===== config.mk =====
export PLATFORM = sky130hd
export DESIGN_NAME = pinned_slot_pool_top
export DESIGN_NICKNAME = d
export VERILOG_FILES = /design/src/rtl/pps_pkg.sv /design/src/rtl/pps_cell.sv /design/src/rtl/pinned_slot_pool_top.sv
export SDC_FILE = /design/constraint.sdc
export NUM_CORES = 1
export LEC_CHECK = 0
export ABC_AREA = 1
export BUFFER_PORTS_ARGS = -buffer_cell sky130_fd_sc_hd__buf_2
export CAP_MARGIN = 10
export CORE_MARGIN = 2
export CORE_UTILIZATION = 55
export CTS_CLUSTER_DIAMETER = 120
export CTS_CLUSTER_SIZE = 40
export DETAILED_ROUTE_END_ITERATION = 7
export PLACE_DENSITY = 0.74
export SETUP_SLACK_MARGIN = 0.15
export SLEW_MARGIN = 5
export SYNTH_ARGS = -nofsm -noshare
export SYNTH_HDL_FRONTEND = slang
export SYNTH_SLANG_ARGS = --single-unit

===== constraint.sdc =====
create_clock -name clk -period 3.25 [get_ports clk]
set_clock_uncertainty 0.1 [all_clocks]
set_input_delay 0.8125 -clock clk [delete_from_list [all_inputs] [get_ports clk]]
set_output_delay 0.8125 -clock clk [all_outputs]
set_load 0.005 [all_outputs]

===== src/rtl/pps_pkg.sv =====
package pps_pkg;

    localparam int unsigned POOL_SLOTS = 8;
    localparam int unsigned KEY_BITS   = 16;
    localparam int unsigned PIN_BITS   = 8;

    localparam int unsigned IDX_W = (POOL_SLOTS > 1) ? $clog2(POOL_SLOTS) : 1;
    localparam int unsigned CNT_W = $clog2(POOL_SLOTS + 1);

    localparam logic [PIN_BITS-1:0] PIN_MAX = {PIN_BITS{1'b1}};

    typedef enum logic [2:0] {
        ST_HIT     = 3'd0,
        ST_LOADED  = 3'd1,
        ST_FULL    = 3'd2,
        ST_HELD    = 3'd3,
        ST_FREED   = 3'd4,
        ST_MISSING = 3'd5,
        ST_INVALID = 3'd6
    } status_t;

    // search token rippling down the slot chain
    typedef struct packed {
        logic                live;
        logic                hit;
        logic [IDX_W-1:0]    hit_idx;
        logic [PIN_BITS-1:0] hit_pins;
        logic                free;
        logic [IDX_W-1:0]    free_idx;
    } token_t;

    // slot update broadcast from the controller
    typedef struct packed {
        logic                wr;
        logic [IDX_W-1:0]    idx;
        logic                valid;
        logic                key_wr;
        logic [PIN_BITS-1:0] pins;
    } cmd_t;

endpackage


===== src/rtl/pps_cell.sv =====
module pps_cell
    import pps_pkg::*;
#(
    parameter int unsigned SLOT_ID = 0
)
(
    input  logic                clk,
    input  logic                rst_n,
    input  logic [KEY_BITS-1:0] search_key,
    input  token_t              tok_in,
    output token_t              tok_out,
    input  cmd_t                cmd
);

    localparam logic [IDX_W-1:0] MY_IDX = IDX_W'(SLOT_ID);

    logic                valid_reg;
    logic [KEY_BITS-1:0] key_reg;
    logic [PIN_BITS-1:0] pins_reg;
    token_t              tok_reg;
    token_t              tok_next;
    logic                sel;

    assign sel = cmd.wr && (cmd.idx == MY_IDX);

    // add this slot's view to the passing token, first match and first free win
    always_comb
    begin
        tok_next = tok_in;
        if (tok_in.live && valid_reg && (key_reg == search_key) && !tok_in.hit)
        begin
            tok_next.hit      = 1'b1;
            tok_next.hit_idx  = MY_IDX;
            tok_next.hit_pins = pins_reg;
        end
        if (tok_in.live && !valid_reg && !tok_in.free)
        begin
            tok_next.free     = 1'b1;
            tok_next.free_idx = MY_IDX;
        end
    end

    always_ff @(posedge clk or negedge rst_n)
    begin
        if (!rst_n)
        begin
            valid_reg <= 1'b0;
            pins_reg  <= '0;
            tok_reg   <= '0;
        end
        else
        begin
            tok_reg <= tok_next;
            if (sel)
            begin
                valid_reg <= cmd.valid;
                pins_reg  <= cmd.pins;
            end
        end
    end

    // key is payload, written only on a fill
    always_ff @(posedge clk)
    begin
        if (sel && cmd.key_wr)
        begin
            key_reg <= search_key;
        end
    end

    assign tok_out = tok_reg;

endmodule


===== src/rtl/pinned_slot_pool_top.sv =====
// a valid key's token is launched from the request register and passes every slot cell register
//   before its result is registered; an invalid key gives its result on the cycle after its transfer in
// one request at a time: no new request is taken until the result has been taken; the search
//   token walks the slot chain one cell a cycle
// reset: rst_n async active low; all slots free, counters zero, key_limit 1024
module pinned_slot_pool_top
    import pps_pkg::*;
(
    input  logic        clk,
    input  logic        rst_n,

    input  logic        s_axis_tvalid,
    output logic        s_axis_tready,
    input  logic [23:0] s_axis_tdata,   // operation[0], account_key[16:1], zero pad

    output logic        m_axis_tvalid,
    input  logic        m_axis_tready,
    output logic [87:0] m_axis_tdata,   // status[2:0], slot_index[5:3], pins_after[13:6],
                                        // slots_in_use[17:14], loads_total[49:18],
                                        // unloads_total[81:50], zero pad

    input  logic        cfg_wr_en,
    input  logic [15:0] cfg_wr_data     // key_limit
);

    typedef enum logic [1:0] {
        S_IDLE,
        S_SEARCH,
        S_OUT
    } state_t;

    state_t              state_reg;
    logic                op_reg;
    logic [KEY_BITS-1:0] key_reg;
    logic [15:0]         key_limit_reg;
    logic                launch_reg;
    logic [CNT_W-1:0]    in_use_reg;
    logic [31:0]         loads_reg;
    logic [31:0]         unloads_reg;

    // result register
    logic                out_valid_reg;
    status_t             out_status_reg;
    logic [IDX_W-1:0]    out_idx_reg;
    logic [PIN_BITS-1:0] out_pins_reg;

    // decision from the token at the chain end
    token_t              tok_chain [POOL_SLOTS+1];
    token_t              tok_end;
    cmd_t                cmd;
    status_t             dec_status;
    logic [IDX_W-1:0]    dec_idx;
    logic [PIN_BITS-1:0] dec_pins;
    logic [CNT_W-1:0]    in_use_next;
    logic [31:0]         loads_next;
    logic [31:0]         unloads_next;
    logic [PIN_BITS-1:0] pins_dec;

    logic                in_xfer;
    logic                out_xfer;
    logic                in_op;
    logic [15:0]         in_raw;
    logic                in_bad;

    assign s_axis_tready = (state_reg == S_IDLE);
    assign in_xfer       = s_axis_tvalid && s_axis_tready;
    assign out_xfer      = out_valid_reg && m_axis_tready;
    assign in_op         = s_axis_tdata[0];
    assign in_raw        = s_axis_tdata[16:1];
    assign in_bad        = (in_raw >= key_limit_reg);

    // token enters cell 0 from launch_reg, which is registered together with the request
    assign tok_chain[0] = '{live: launch_reg, default: '0};

    for (genvar i = 0; i < POOL_SLOTS; i++)
    begin : g_cell
        pps_cell #(
            .SLOT_ID (i)
        ) u_cell (
            .clk        (clk),
            .rst_n      (rst_n),
            .search_key (key_reg),
            .tok_in     (tok_chain[i]),
            .tok_out    (tok_chain[i+1]),
            .cmd        (cmd)
        );
    end

    assign tok_end  = tok_chain[POOL_SLOTS];
    // an unpinned valid slot is freed without wrapping its count
    assign pins_dec = (tok_end.hit_pins != '0) ? (tok_end.hit_pins - 1'b1) : '0;

    always_comb
    begin
        cmd          = '0;
        dec_status   = ST_MISSING;
        dec_idx      = '0;
        dec_pins     = '0;
        in_use_next  = in_use_reg;
        loads_next   = loads_reg;
        unloads_next = unloads_reg;
        if (!op_reg)
        begin
            if (tok_end.hit)
            begin
                // pin count saturates
                cmd.wr     = 1'b1;
                cmd.idx    = tok_end.hit_idx;
                cmd.valid  = 1'b1;
                cmd.pins   = (tok_end.hit_pins == PIN_MAX) ? PIN_MAX
                                                           : (tok_end.hit_pins + 1'b1);
                dec_status = ST_HIT;
                dec_idx    = tok_end.hit_idx;
                dec_pins   = cmd.pins;
            end
            else if (tok_end.free)
            begin
                cmd.wr      = 1'b1;
                cmd.idx     = tok_end.free_idx;
                cmd.valid   = 1'b1;
                cmd.key_wr  = 1'b1;
                cmd.pins    = PIN_BITS'(1);
                dec_status  = ST_LOADED;
                dec_idx     = tok_end.free_idx;
                dec_pins    = PIN_BITS'(1);
                in_use_next = in_use_reg + 1'b1;
                loads_next  = loads_reg + 32'd1;
            end
            else
            begin
                dec_status = ST_FULL;
            end
        end
        else
        begin
            if (tok_end.hit)
            begin
                cmd.wr  = 1'b1;
                cmd.idx = tok_end.hit_idx;
                dec_idx = tok_end.hit_idx;
                if (pins_dec == '0)
                begin
                    cmd.valid    = 1'b0;
                    cmd.pins     = '0;
                    dec_status   = ST_FREED;
                    in_use_next  = in_use_reg - 1'b1;
                    unloads_next = unloads_reg + 32'd1;
                end
                else
                begin
                    cmd.valid  = 1'b1;
                    cmd.pins   = pins_dec;
                    dec_status = ST_HELD;
                    dec_pins   = pins_dec;
                end
            end
            else
            begin
                dec_status = ST_MISSING;
            end
        end
        // slots change only as the token leaves the chain
        if (!((state_reg == S_SEARCH) && tok_end.live))
        begin
            cmd.wr = 1'b0;
        end
    end

    always_ff @(posedge clk or negedge rst_n)
    begin
        if (!rst_n)
        begin
            state_reg      <= S_IDLE;
            op_reg         <= 1'b0;
            key_reg        <= '0;
            key_limit_reg  <= 16'd1024;
            launch_reg     <= 1'b0;
            in_use_reg     <= '0;
            loads_reg      <= '0;
            unloads_reg    <= '0;
            out_valid_reg  <= 1'b0;
            out_status_reg <= ST_HIT;
            out_idx_reg    <= '0;
            out_pins_reg   <= '0;
        end
        else
        begin
            launch_reg <= 1'b0;
            if (cfg_wr_en)
            begin
                key_limit_reg <= cfg_wr_data;
            end
            case (state_reg)
                S_IDLE:
                begin
                    if (in_xfer)
                    begin
                        op_reg  <= in_op;
                        key_reg <= KEY_BITS'(in_raw);
                        if (in_bad)
                        begin
                            // invalid key changes nothing
                            out_valid_reg  <= 1'b1;
                            out_status_reg <= ST_INVALID;
                            out_idx_reg    <= '0;
                            out_pins_reg   <= '0;
                            state_reg      <= S_OUT;
                        end
                        else
                        begin
                            launch_reg <= 1'b1;
                            state_reg  <= S_SEARCH;
                        end
                    end
                end
                S_SEARCH:
                begin
                    if (tok_end.live)
                    begin
                        in_use_reg     <= in_use_next;
                        loads_reg      <= loads_next;
                        unloads_reg    <= unloads_next;
                        out_valid_reg  <= 1'b1;
                        out_status_reg <= dec_status;
                        out_idx_reg    <= dec_idx;
                        out_pins_reg   <= dec_pins;
                        state_reg      <= S_OUT;
                    end
                end
                S_OUT:
                begin
                    if (out_xfer)
                    begin
                        out_valid_reg <= 1'b0;
                        state_reg     <= S_IDLE;
                    end
                end
                default:
                begin
                    state_reg <= S_IDLE;
                end
            endcase
        end
    end

    assign m_axis_tvalid       = out_valid_reg;
    assign m_axis_tdata[2:0]   = out_status_reg;
    assign m_axis_tdata[5:3]   = 3'(out_idx_reg);
    assign m_axis_tdata[13:6]  = 8'(out_pins_reg);
    assign m_axis_tdata[17:14] = 4'(in_use_reg);
    assign m_axis_tdata[49:18] = loads_reg;
    assign m_axis_tdata[81:50] = unloads_reg;
    assign m_axis_tdata[87:82] = '0;

endmodule


==> key figures, run 1 <==
Detailed routing
  • Antenna Nets Post-Route: 0
  • Starting DRC count in detailed routing: 1257
  • Vias post-DR: 14276
  • Drt wl/cell: 16.54 um
  • Drt via density: 5.385
  • Final wirelength: 43850 um
  • Drc violations: 0
  • Drt pass-1 iters: 6

Clock network
  • CTS Buf Count: 15
  • Post-CTS sizing: 0
  • # Post-CTS Setup Buffers: 0
  • Hold Buf Count CTS: 0
  • Clk slew on worst S/H paths: 0.14 ns
  • TritonCTS Sinks: 441
  • Clock root buffer: clkbuf_16
  • Clock Latency Late Sink: 0.56 ns
  • Max H-tree Level: 1
  • CTS max path bufs: 3
  • CTS tree: yes

Logic synthesis
  • Avg Inst Size Synth: 9.628 um^2
  • Predominant post-synthesis flop cell: dfrtp_1
  • Post-synth EDFFs: 128
  • Register area share after synthesis: 0.5905
  • Post-synthesis register bit count: 441
  • Yosys warnings: 0
  • Yosys top cell area share: 0.3948
  • Syn Inst Count: 2054
  • Share of flip-flops with an asynchronous set or reset: 0.7098
  • Synthesized area: 19780 um^2
  • Top cell type by total area after synthesis: dfrtp_1
  • Distinct cell type count after synthesis: 54
  • Synth top area cells: dfrtp_1 (39%), edfxtp_1 (19%), nand2_1 (10%), inv_1 (4.7%), xnor2_1 (2.7%)

GRT
  • First-pass GRT wire length: 71950 um
  • Largest net degree at the start of global routing: 77
  • Initial antenna violation count: 0
  • Vias in the first global route: 14028
  • Congestion Overflow GR: 0
  • GRT Overall Usage: 0.2351

Cells and area
  • # diodes: 0
  • Fin area: 21460 um^2
  • Layout net count: 2252
  • Layout area overhead: 8.535%
  • Max FFs per register: 128
  • Share of layout cells above drive strength 1: 0.1416
  • Most frequent cells in the layout: nand2_1 (540), dfrtp_1 (312), inv_1 (250)
  • Number of fill cells in the layout: 2936
  • Commonest non-fill, non-tap cell in the layout: nand2_1

STA
  • Slew @ Worst Pin: 0.6581 ns
  • Fin. Hold Viols: 0
  • Final Max Slew Viols: 0
  • Final worst-path cycle share: 0.8469
  • Final setup viols: 0
  • Fmax: 0.3633 GHz
  • Fin Setup TNS: 0 ns
  • Final Critical Period: 2.752 ns
  • Worst slew margin: 0.5597
  • Unrepaired setup endpoints after global routing: false

Critical path
  • Kind of critical path: reg -> reg
  • CP Max Fanout: 16
  • Setup crit start kind: flip-flop
  • Arr. time, crit path: 2.87 ns
  • Req. time, crit path: 3.36 ns
  • Crit end category: flip-flop

Outcome
  • Status: completed

Power
  • Total power: 12.03 mW
  • Static leakage: 9.882 nW
  • VDD IR max: 423.3 uV
  • Power Dens Cells: 560.4 nW/um^2

Floorplan
  • DIE HEIGHT: 193.6 um
  • Die area: 37490 um^2
  • Starting density of the core: 0.5573
  • Ports: 135
  • Core box area: 35480 um^2
  • Die X: 193.6 um
  • # rows: 69

Placement
  • RD Place Congestion: 0.9260
  • I/O Buffers: 121
  • Final HPWL DP: 31710 um
  • Post-DP Area: 21020 um^2

Min path
  • Worst min-delay path class: in -> async

Job
  • Total of max-cap violations: 0
-- report_power, final --
group	switching [mW]	total [mW]	internal (mW)	leakage [nW]
clock	1.66	2.57	0.906	0.212
combinational	1.94	2.87	0.931	4.28
sequential	0.309	6.59	6.28	5.39
-- critical path: stages, from the launching register on --
cell and delay [ns]:
dfrtp_1 0.59, inv_4 0.19, nand3_4 0.19, inv_2 0.11
nand2_1 0.07, nand2_2 0.11, inv_1 0.07, nor2_1 0.12
inv_2 0.08, nor2_4 0.25, inv_2 0.15, nor2_1 0.12
buf_4 0.26
-- synth_stat cells, types with 2 or more instances --
master	number
or2_2	15
buf_2	21
nand4_1	37
buf_4	17
a31oi_1	3
a21oi_1	33
edfxtp_1	128
inv_2	22
o21ai_0	104
o221ai_1	3
dfrtp_1	312
nand3_2	9
nor4_1	7
clkbuf_1	10
inv_4	2
o22ai_1	12
o211ai_1	3
nor2_2	7
nand3_1	89
nand2_1	540
o21bai_1	4
o21ai_2	27
nor2_1	119
xor2_1	29
o2111ai_1	5
inv_1	250
nor3_1	37
nor4_2	2
nand2_2	8
nand3_4	2
nor3_2	6
nand4_2	4
ha_1	23
nor2_4	11
a22o_1	2
a221oi_1	2
xnor2_1	62
o21ai_1	57
buf_6	9
nand3b_1	7
-- cells by family after synthesis --
kind of cell / synth area share
xor+xnor: 0.04030
other cells: 0.0001896
mux: 0.0005694
fa+ha+maj: 0.01556
simple gates: 0.2058
buf+inv: 0.07105
flops: 0.5905
compound gates: 0.07605
-- layout make-up --
| cell class | count | area, um^2 | area share |
|---|---|---|---|
| Multi-Input combinational cell | 1287 | 6741 | 0.3141 |
| Inverter | 274 | 1033 | 0.04815 |
| Timing Repair Buffer | 164 | 988.4 | 0.04605 |
| Tap cell | 461 | 576.8 | 0.02687 |
| Clock buffer | 21 | 397.9 | 0.01854 |
| Sequential cell | 441 | 11680 | 0.5441 |
| Clock inverter | 3 | 47.55 | 0.002215 |
-- final timing paths --
path | end | from | slack [ns] | cells past startpoint
max | g_cell[1].u_cell.key_reg[3]$_DFFE_PP_ | op_reg$_DFFE_PN0P_ | 0.50 | 12
max in group asynchronous | g_cell[4].u_cell.pins_reg[0]$_DFFE_PN0P_ | rst_n | 2.15 | 2
min | unloads_reg[21]$_DFFE_PN0P_ | rst_n | 0.12 | 1
min reg2reg | g_cell[4].u_cell.tok_out[16]$_DFF_PN0_ | g_cell[3].u_cell.tok_out[16]$_DFF_PN0_ | 0.32 | 0
max reg2reg | g_cell[1].u_cell.key_reg[3]$_DFFE_PP_ | op_reg$_DFFE_PN0P_ | 0.50 | 12
min in group clk | g_cell[4].u_cell.tok_out[16]$_DFF_PN0_ | g_cell[3].u_cell.tok_out[16]$_DFF_PN0_ | 0.32 | 0
-- per-layer routing --
metal	track usage	part of all wire	vias to the layer above
met1	0.3232	0.43	6885
met3	0.02748	0.059	72
met5	0	0	-
li1	-	-	6864
met4	0.07096	0.030	0
met2	0.3960	0.48	455
-- through the flow --
stage | worst slack (ns) | std cells | utilization | hold slack, ns
after floorplan | 0.4138 | 2059 | - | 0.2737
after global placement | 0.4648 | 2627 | 0.5923 | 0.2856
after detailed placement | 0.3950 | 2627 | 0.5923 | 0.2880
after CTS | 0.4792 | 2651 | 0.6049 | 0.1373
after global routing | 0.2557 | 2651 | 0.6049 | 0.1531
final | 0.4976 | 2651 | 0.6049 | 0.1169
Note: power is estimated with default switching activity, not from simulation.
==> run 2: changes to the inputs <==
ABC_AREA = 0   (was 1)
clock period = 2.6 ns   (was 3.25 ns; I/O delays follow)
==> run 2 against run 1 <==
Final cell count decreased by 22%. Synthesized cell count decreased by 32%. Design area decreased by 1.6%. Sequential share of layout area increased by 0.97 points. Global-route usage decreased by 2.6 points. Largest power group unchanged.
==> key figures, run 2 <==
Power
  • Internal power: 10.84 mW
  • Seq pwr share: 0.553
  • Static leakage: 9.413 nW
  • Clock power share: 0.204
  • VDD IR max: 649.2 uV
  • Switching power share of the total: 0.3017
  • Sw power: 4.682 mW
  • Combinational power share: 0.243
  • Power Dens Cells: 735.1 nW/um^2

Outcome
  • Status: completed

Detailed routing
  • Vias post-DR: 11178
  • Drt wl/cell: 17.56 um
  • Drt via density: 5.434
  • Drc violations: 0
  • Starting DRC count in detailed routing: 663
  • Antenna Nets Post-Route: 0
  • Drt pass-1 iters: 5
  • Final wirelength: 36120 um

Logic synthesis
  • Share of flip-flops with an asynchronous set or reset: 0.7098
  • Yosys warnings: 0
  • Synthesized area: 18450 um^2
  • Syn Inst Count: 1401
  • Distinct cell type count after synthesis: 74
  • Post-synthesis register bit count: 441
  • Count leader, synth: dfrtp_1
  • Predominant post-synthesis flop cell: dfrtp_1
  • Commonest cells post-synth: dfrtp_1 (312), edfxtp_1 (128), mux2_2 (121)
  • Post-synth EDFFs: 128
  • Top cell type by total area after synthesis: dfrtp_1
  • Register area share after synthesis: 0.6328
  • Yosys top cell area share: 0.4231
  • Synth top area cells: dfrtp_1 (42%), edfxtp_1 (21%), mux2_2 (7.4%), xnor2_1 (5.4%), xor2_1 (4.0%)
  • Avg Inst Size Synth: 13.17 um^2

Clock network
  • Clock Latency Late Sink: 0.54 ns
  • TritonCTS Sinks: 441
  • CTS Buf Count: 15
  • Clk slew on worst S/H paths: 0.14 ns
  • CTS max path bufs: 3
  • Clock root buffer: clkbuf_16
  • CTS tree: yes
  • Max H-tree Level: 1

Critical path
  • Kind of critical path: reg -> reg
  • Req. time, crit path: 2.93 ns
  • Arr. time, crit path: 2.75 ns
  • Crit end category: flip-flop
  • Setup crit start kind: flip-flop
  • CP Max Fanout: 9
  • Path depth of the worst reg2reg path: 11

STA
  • Unrepaired setup endpoints after global routing: true
  • Final Max Slew Viols: 0
  • Final hold slack: 0.2074 ns
  • Final worst-path cycle share: 0.9306
  • Final Critical Period: 2.419 ns
  • Slew @ Worst Pin: 0.5767 ns
  • Worst slew margin: 0.6155
  • Final worst slack: 0.1805 ns
  • Final setup viols: 0
  • Fin. Hold Viols: 0
  • Fmax: 0.4133 GHz

Min path
  • Hold depth: 3
  • Worst min-delay path class: in -> reg

Floorplan
  • Starting density of the core: 0.5545
  • Die area: 35030 um^2
  • Die X: 187.2 um
  • # rows: 67
  • DIE HEIGHT: 187.2 um
  • Ports: 135
  • Core box area: 33280 um^2

Cells and area
  • Layout area overhead: 14.40%
  • Post-layout util: 0.6343
  • Max FFs per register: 128
  • # diodes: 0
  • Layout net count: 1671
  • Share of layout cells above drive strength 1: 0.2884
  • Commonest non-fill, non-tap cell in the layout: dfrtp_1
  • Most frequent cells in the layout: dfrtp_1 (301), edfxtp_1 (128), mux2_2 (121)

Job
  • Total of max-cap violations: 0

Placement
  • Final HPWL DP: 25580 um
  • RD Place Congestion: 0.8679
  • I/O Buffers: 121
  • DP Worst Slack: -0.1055 ns

GRT
  • Vias in the first global route: 11364
  • First-pass GRT wire length: 59320 um
  • Congestion Overflow GR: 0
  • Largest net degree at the start of global routing: 68
  • Initial antenna violation count: 0
  • GRT Overall Usage: 0.2089
-- run 2: changes by cell type after synthesis, sizes merged, moves of 21 or more --
cell,previous run,this run
xor2,29,84
nand2b,0,22
o21ai,188,52
nand3,100,46
inv,274,39
nor3,43,22
xnor2,62,113
nand2,549,78
nor2,137,82
mux2,1,122
-- run 2: stage by stage --
step	cell area, um^2	setup TNS [ns]	total power, mW	cells
CTS	20860	0	15.61	2049
global route	21110	0	16.30	2057
global placement	20360	-0.3103	12.25	2024
finish	21110	0	15.52	2057
floorplan	18540	-8.548	10.76	1406
detailed placement	20360	-1.193	12.44	2024
-- run 2: cell families after synthesis --
family                     count (synthesis)  synth area share
DFF                                      441            0.6328
and+or+nand+nor                          392            0.1134
xor gates and xnor gates                 197           0.09350
AOI/OAI and AO/OA                        126           0.04421
muxes                                    126           0.07662
buffers and inverters                     94           0.02258
adders and majority gates                 24           0.01668
other                                      1         0.0002032
-- run 2: layout make-up --
class                           instances  area [um^2]
Clock buffer                           21        407.9
Clock inverter                          3        43.79
Fill cell                            2520        12170
Inverter                               39        146.4
Multi-Input combinational cell        871         6668
Sequential cell                       441        11690
Tap cell                              448        560.5
Timing Repair Buffer                  234         1594
-- run 2: worst max-delay path, stage by stage, from the launching register on --
cell	delay, ns
dfrtp_1	0.40
inv_1	0.16
ha_4	0.17
nor4b_4	0.18
buf_4	0.19
a21o_1	0.16
buf_4	0.14
o221ai_1	0.13
a22oi_2	0.24
buf_12	0.15
nor2_1	0.04
mux2_2	0.26
-- run 2: final timing paths --
path	endpoint	startpoint	slack (ns)
max	out_pins_reg[2]$_DFFE_PN0P_	g_cell[7].u_cell.tok_out[5]$_DFF_PN0_	0.18
min	key_limit_reg[10]$_DFFE_PN1P_	cfg_wr_data[10]	0.21
max reg2reg	out_pins_reg[2]$_DFFE_PN0P_	g_cell[7].u_cell.tok_out[5]$_DFF_PN0_	0.18
min reg2reg	g_cell[0].u_cell.tok_out[16]$_DFF_PN0_	launch_reg$_DFF_PN0_	0.31
max in group asynchronous	key_reg[11]$_DFFE_PN0P_	rst_n	1.16
min in group asynchronous	loads_reg[1]$_DFFE_PN0P_	rst_n	0.53
-- run 2: power by group through the flow --
stage                     sequential [mW]  combinational [mW]  clock (mW)
after floorplan                      8.45                2.30           0
after global placement               8.67                3.58           0
after detailed placement             8.71                3.73           0
after CTS                            8.57                3.77        3.27
after global routing                 8.67                4.12        3.51
final                                8.58                3.78        3.16
-- run 2: repair_timing --
| action | in CTS | in global routing |
|---|---|---|
| gates resized for setup | 8 | 43 |
| hold endpoints to repair | 33 | 0 |
| pin swaps | 0 | 7 |
| setup buffers | 0 | 7 |
| gates cloned | 0 | 1 |
| endpoints found under the setup margin | 50 | 146 |
| hold buffers | 1 | 0 |
-- run 2: per-layer routing --
metal  GRT usage  vias up  wire length, um
met5           0        -                0
met4     0.03571        0              497
met3     0.01970       33             1540
met2      0.3562      265            17610
met1      0.2989     5638            16480
li1            -     5242                -
==> run 3: changes to the inputs <==
PLACE_DENSITY = 0.72   (was 0.74)
==> run 3 against run 2 <==
Die area stayed put. Setup slack improved by 0.025 ns. Clock power is essentially flat. Routed wire length is 3.0% lower. Fmax is 1.0% higher. Combinational power grew 5.8%. Critical path depth is 3 lower. First-iteration DRC count is 8.6% lower. Critical path type unchanged.
==> key figures, run 3 (same netlist as run 2, synthesis figures left out) <==
Cells and area
  • Layout area overhead: 14.60%
  • Number of fill cells in the layout: 2556
  • Fin area: 21150 um^2
  • Commonest non-fill, non-tap cell in the layout: dfrtp_1
  • Most frequent cells in the layout: dfrtp_1 (303), edfxtp_1 (128), buf_2 (122)
  • # diodes: 0
  • Max FFs per register: 128
  • Layout net count: 1675
  • Share of layout cells above drive strength 1: 0.2899

Power
  • VDD IR max: 461.9 uV
  • Static leakage: 9.416 nW
  • Power Dens Cells: 739.3 nW/um^2

Clock network
  • Clk slew on worst S/H paths: 0.14 ns
  • Max H-tree Level: 1
  • CTS Buf Count: 15
  • Clock root buffer: clkbuf_16
  • CTS max path bufs: 3
  • TritonCTS Sinks: 441
  • Clock Latency Late Sink: 0.54 ns
  • CTS tree: yes

Placement
  • Final HPWL DP: 24600 um
  • DP Worst Slack: -0.08085 ns
  • Post-DP Area: 20310 um^2
  • I/O Buffers: 121
  • RD Place Congestion: 0.8659

STA
  • Fmax: 0.4176 GHz
  • Unrepaired setup endpoints after global routing: true
  • Final worst slack: 0.2056 ns
  • Final Critical Period: 2.394 ns
  • Fin. Hold Viols: 0
  • Final worst-path cycle share: 0.9209
  • Final Max Slew Viols: 0
  • Slew @ Worst Pin: 0.5250 ns
  • Final setup viols: 0
  • Worst slew margin: 0.6500

Critical path
  • Req. time, crit path: 2.97 ns
  • Crit end category: flip-flop
  • Path depth of the worst reg2reg path: 8
  • Kind of critical path: reg -> reg
  • Setup crit start kind: flip-flop
  • CP Max Fanout: 9
  • RR Endpoint: g_cell[0].u_cell.tok_out[5]$_DFF_PN0_
  • Arr. time, crit path: 2.77 ns
  • Reg-to-reg slack, setup: 0.21 ns
  • R2R Path Start: key_reg[7]$_DFFE_PN0P_

GRT
  • GRT met3 Usage: 0.02008
  • GRT Overall Usage: 0.2006
  • Busiest layer in global routing: met2
  • First-pass GRT wire length: 57360 um
  • Met1 GRT Util: 0.3015
  • Initial antenna violation count: 0
  • Congestion Overflow GR: 0
  • Largest net degree at the start of global routing: 86
  • Vias in the first global route: 10965
  • Met2 usage: 0.3236

Floorplan
  • DIE HEIGHT: 187.2 um
  • Starting density of the core: 0.5545
  • Die X: 187.2 um
  • Core box area: 33280 um^2
  • Die area: 35030 um^2
  • # rows: 67
  • Ports: 135

Detailed routing
  • Drt wl/cell: 17.02 um
  • Vias post-DR: 11032
  • Starting DRC count in detailed routing: 606
  • Drt via density: 5.358
  • Antenna Nets Post-Route: 0
  • Drt pass-1 iters: 7
  • Drc violations: 0
  • Final wirelength: 35040 um

Min path
  • Worst hold start: cfg_wr_data[14]
  • Hold depth: 3
  • Worst Hold Path EP: key_limit_reg[14]$_DFFE_PN0P_
  • Worst min-delay path class: in -> reg

Outcome
  • Status: completed

Job
  • Total of max-cap violations: 0
-- run 3: layout make-up --
| type | count | area [um^2] | share of cell area |
|---|---|---|---|
| clock inverter | 3 | 55.05 | 0.002603 |
| tap | 448 | 560.5 | 0.02650 |
| inverter | 39 | 146.4 | 0.006922 |
| multi-input combinational | 872 | 6678 | 0.3157 |
| sequential | 441 | 11690 | 0.5528 |
| timing repair buffer | 237 | 1628 | 0.07697 |
| clock buffer | 19 | 390.4 | 0.01846 |
-- run 3: how the worst max path moves through the flow --
| stage | start | endpoint | slack [ns] | cells past startpoint |
|---|---|---|---|---|
| 6_report | key_reg[7]$_DFFE_PN0P_ | g_cell[0].u_cell.tok_out[5]$_DFF_PN0_ | 0.21 | 8 |
| 5_1_grt | key_reg[15]$_DFFE_PN0P_ | g_cell[5].u_cell.tok_out[8]$_DFF_PN0_ | 0.11 | 8 |
| 4_1_cts | g_cell[7].u_cell.tok_out[16]$_DFF_PN0_ | loads_reg[28]$_DFFE_PN0P_ | 0.11 | 6 |
| 3_5_place_dp | s_axis_tdata[14] | out_pins_reg[2]$_DFFE_PN0P_ | -0.08 | 8 |
| 3_3_place_gp | s_axis_tdata[1] | out_status_reg[0]$_DFFE_PN0P_ | -0.05 | 10 |
| 2_1_floorplan | op_reg$_DFFE_PN0P_ | g_cell[2].u_cell.key_reg[0]$_DFFE_PP_ | -0.13 | 4 |
-- run 3: where the power goes --
group          switching, mW  internal (mW)
Clock                   1.99           1.13
Sequential             0.536           7.97
Combinational           2.14           1.86
Total                   4.67           11.0
-- run 3: through the flow --
step / TNS [ns] / std cells / hold slack (ns) / total power [mW] / utilization
floorplan: -8.548 / 1406 / 0.2544 / 10.76 / -
global placement: -0.2017 / 2014 / 0.2762 / 12.26 / 0.6102
detailed placement: -0.8676 / 2014 / 0.2800 / 12.38 / 0.6102
CTS: 0 / 2037 / 0.1921 / 15.50 / 0.6252
global route: 0 / 2059 / 0.2082 / 16.45 / 0.6355
finish: 0 / 2059 / 0.2125 / 15.64 / 0.6355
-- run 3: timing repair --
action	4_1_cts	5_1_grt
endpoints found under the hold margin	32	0
hold buffers	1	0
gates cloned	0	2
setup buffers	0	20
pin swaps	0	10
gates resized for setup	12	44
setup endpoints to repair	58	155
-- run 3: worst max-delay path: stages, from the launching register on --
cell     delay, ns
dfrtp_2       0.50
buf_4         0.17
buf_4         0.16
xnor2_1       0.16
nand3_1       0.14
or4_1         0.59
nor4_2        0.16
buf_4         0.20
and2_1        0.14
-- run 3: per-layer routing --
metal  up-vias  part of all wire
met5         -                 0
met4         0             0.014
met3        35             0.041
met2       252              0.47
met1      5499              0.48
li1       5246                 -
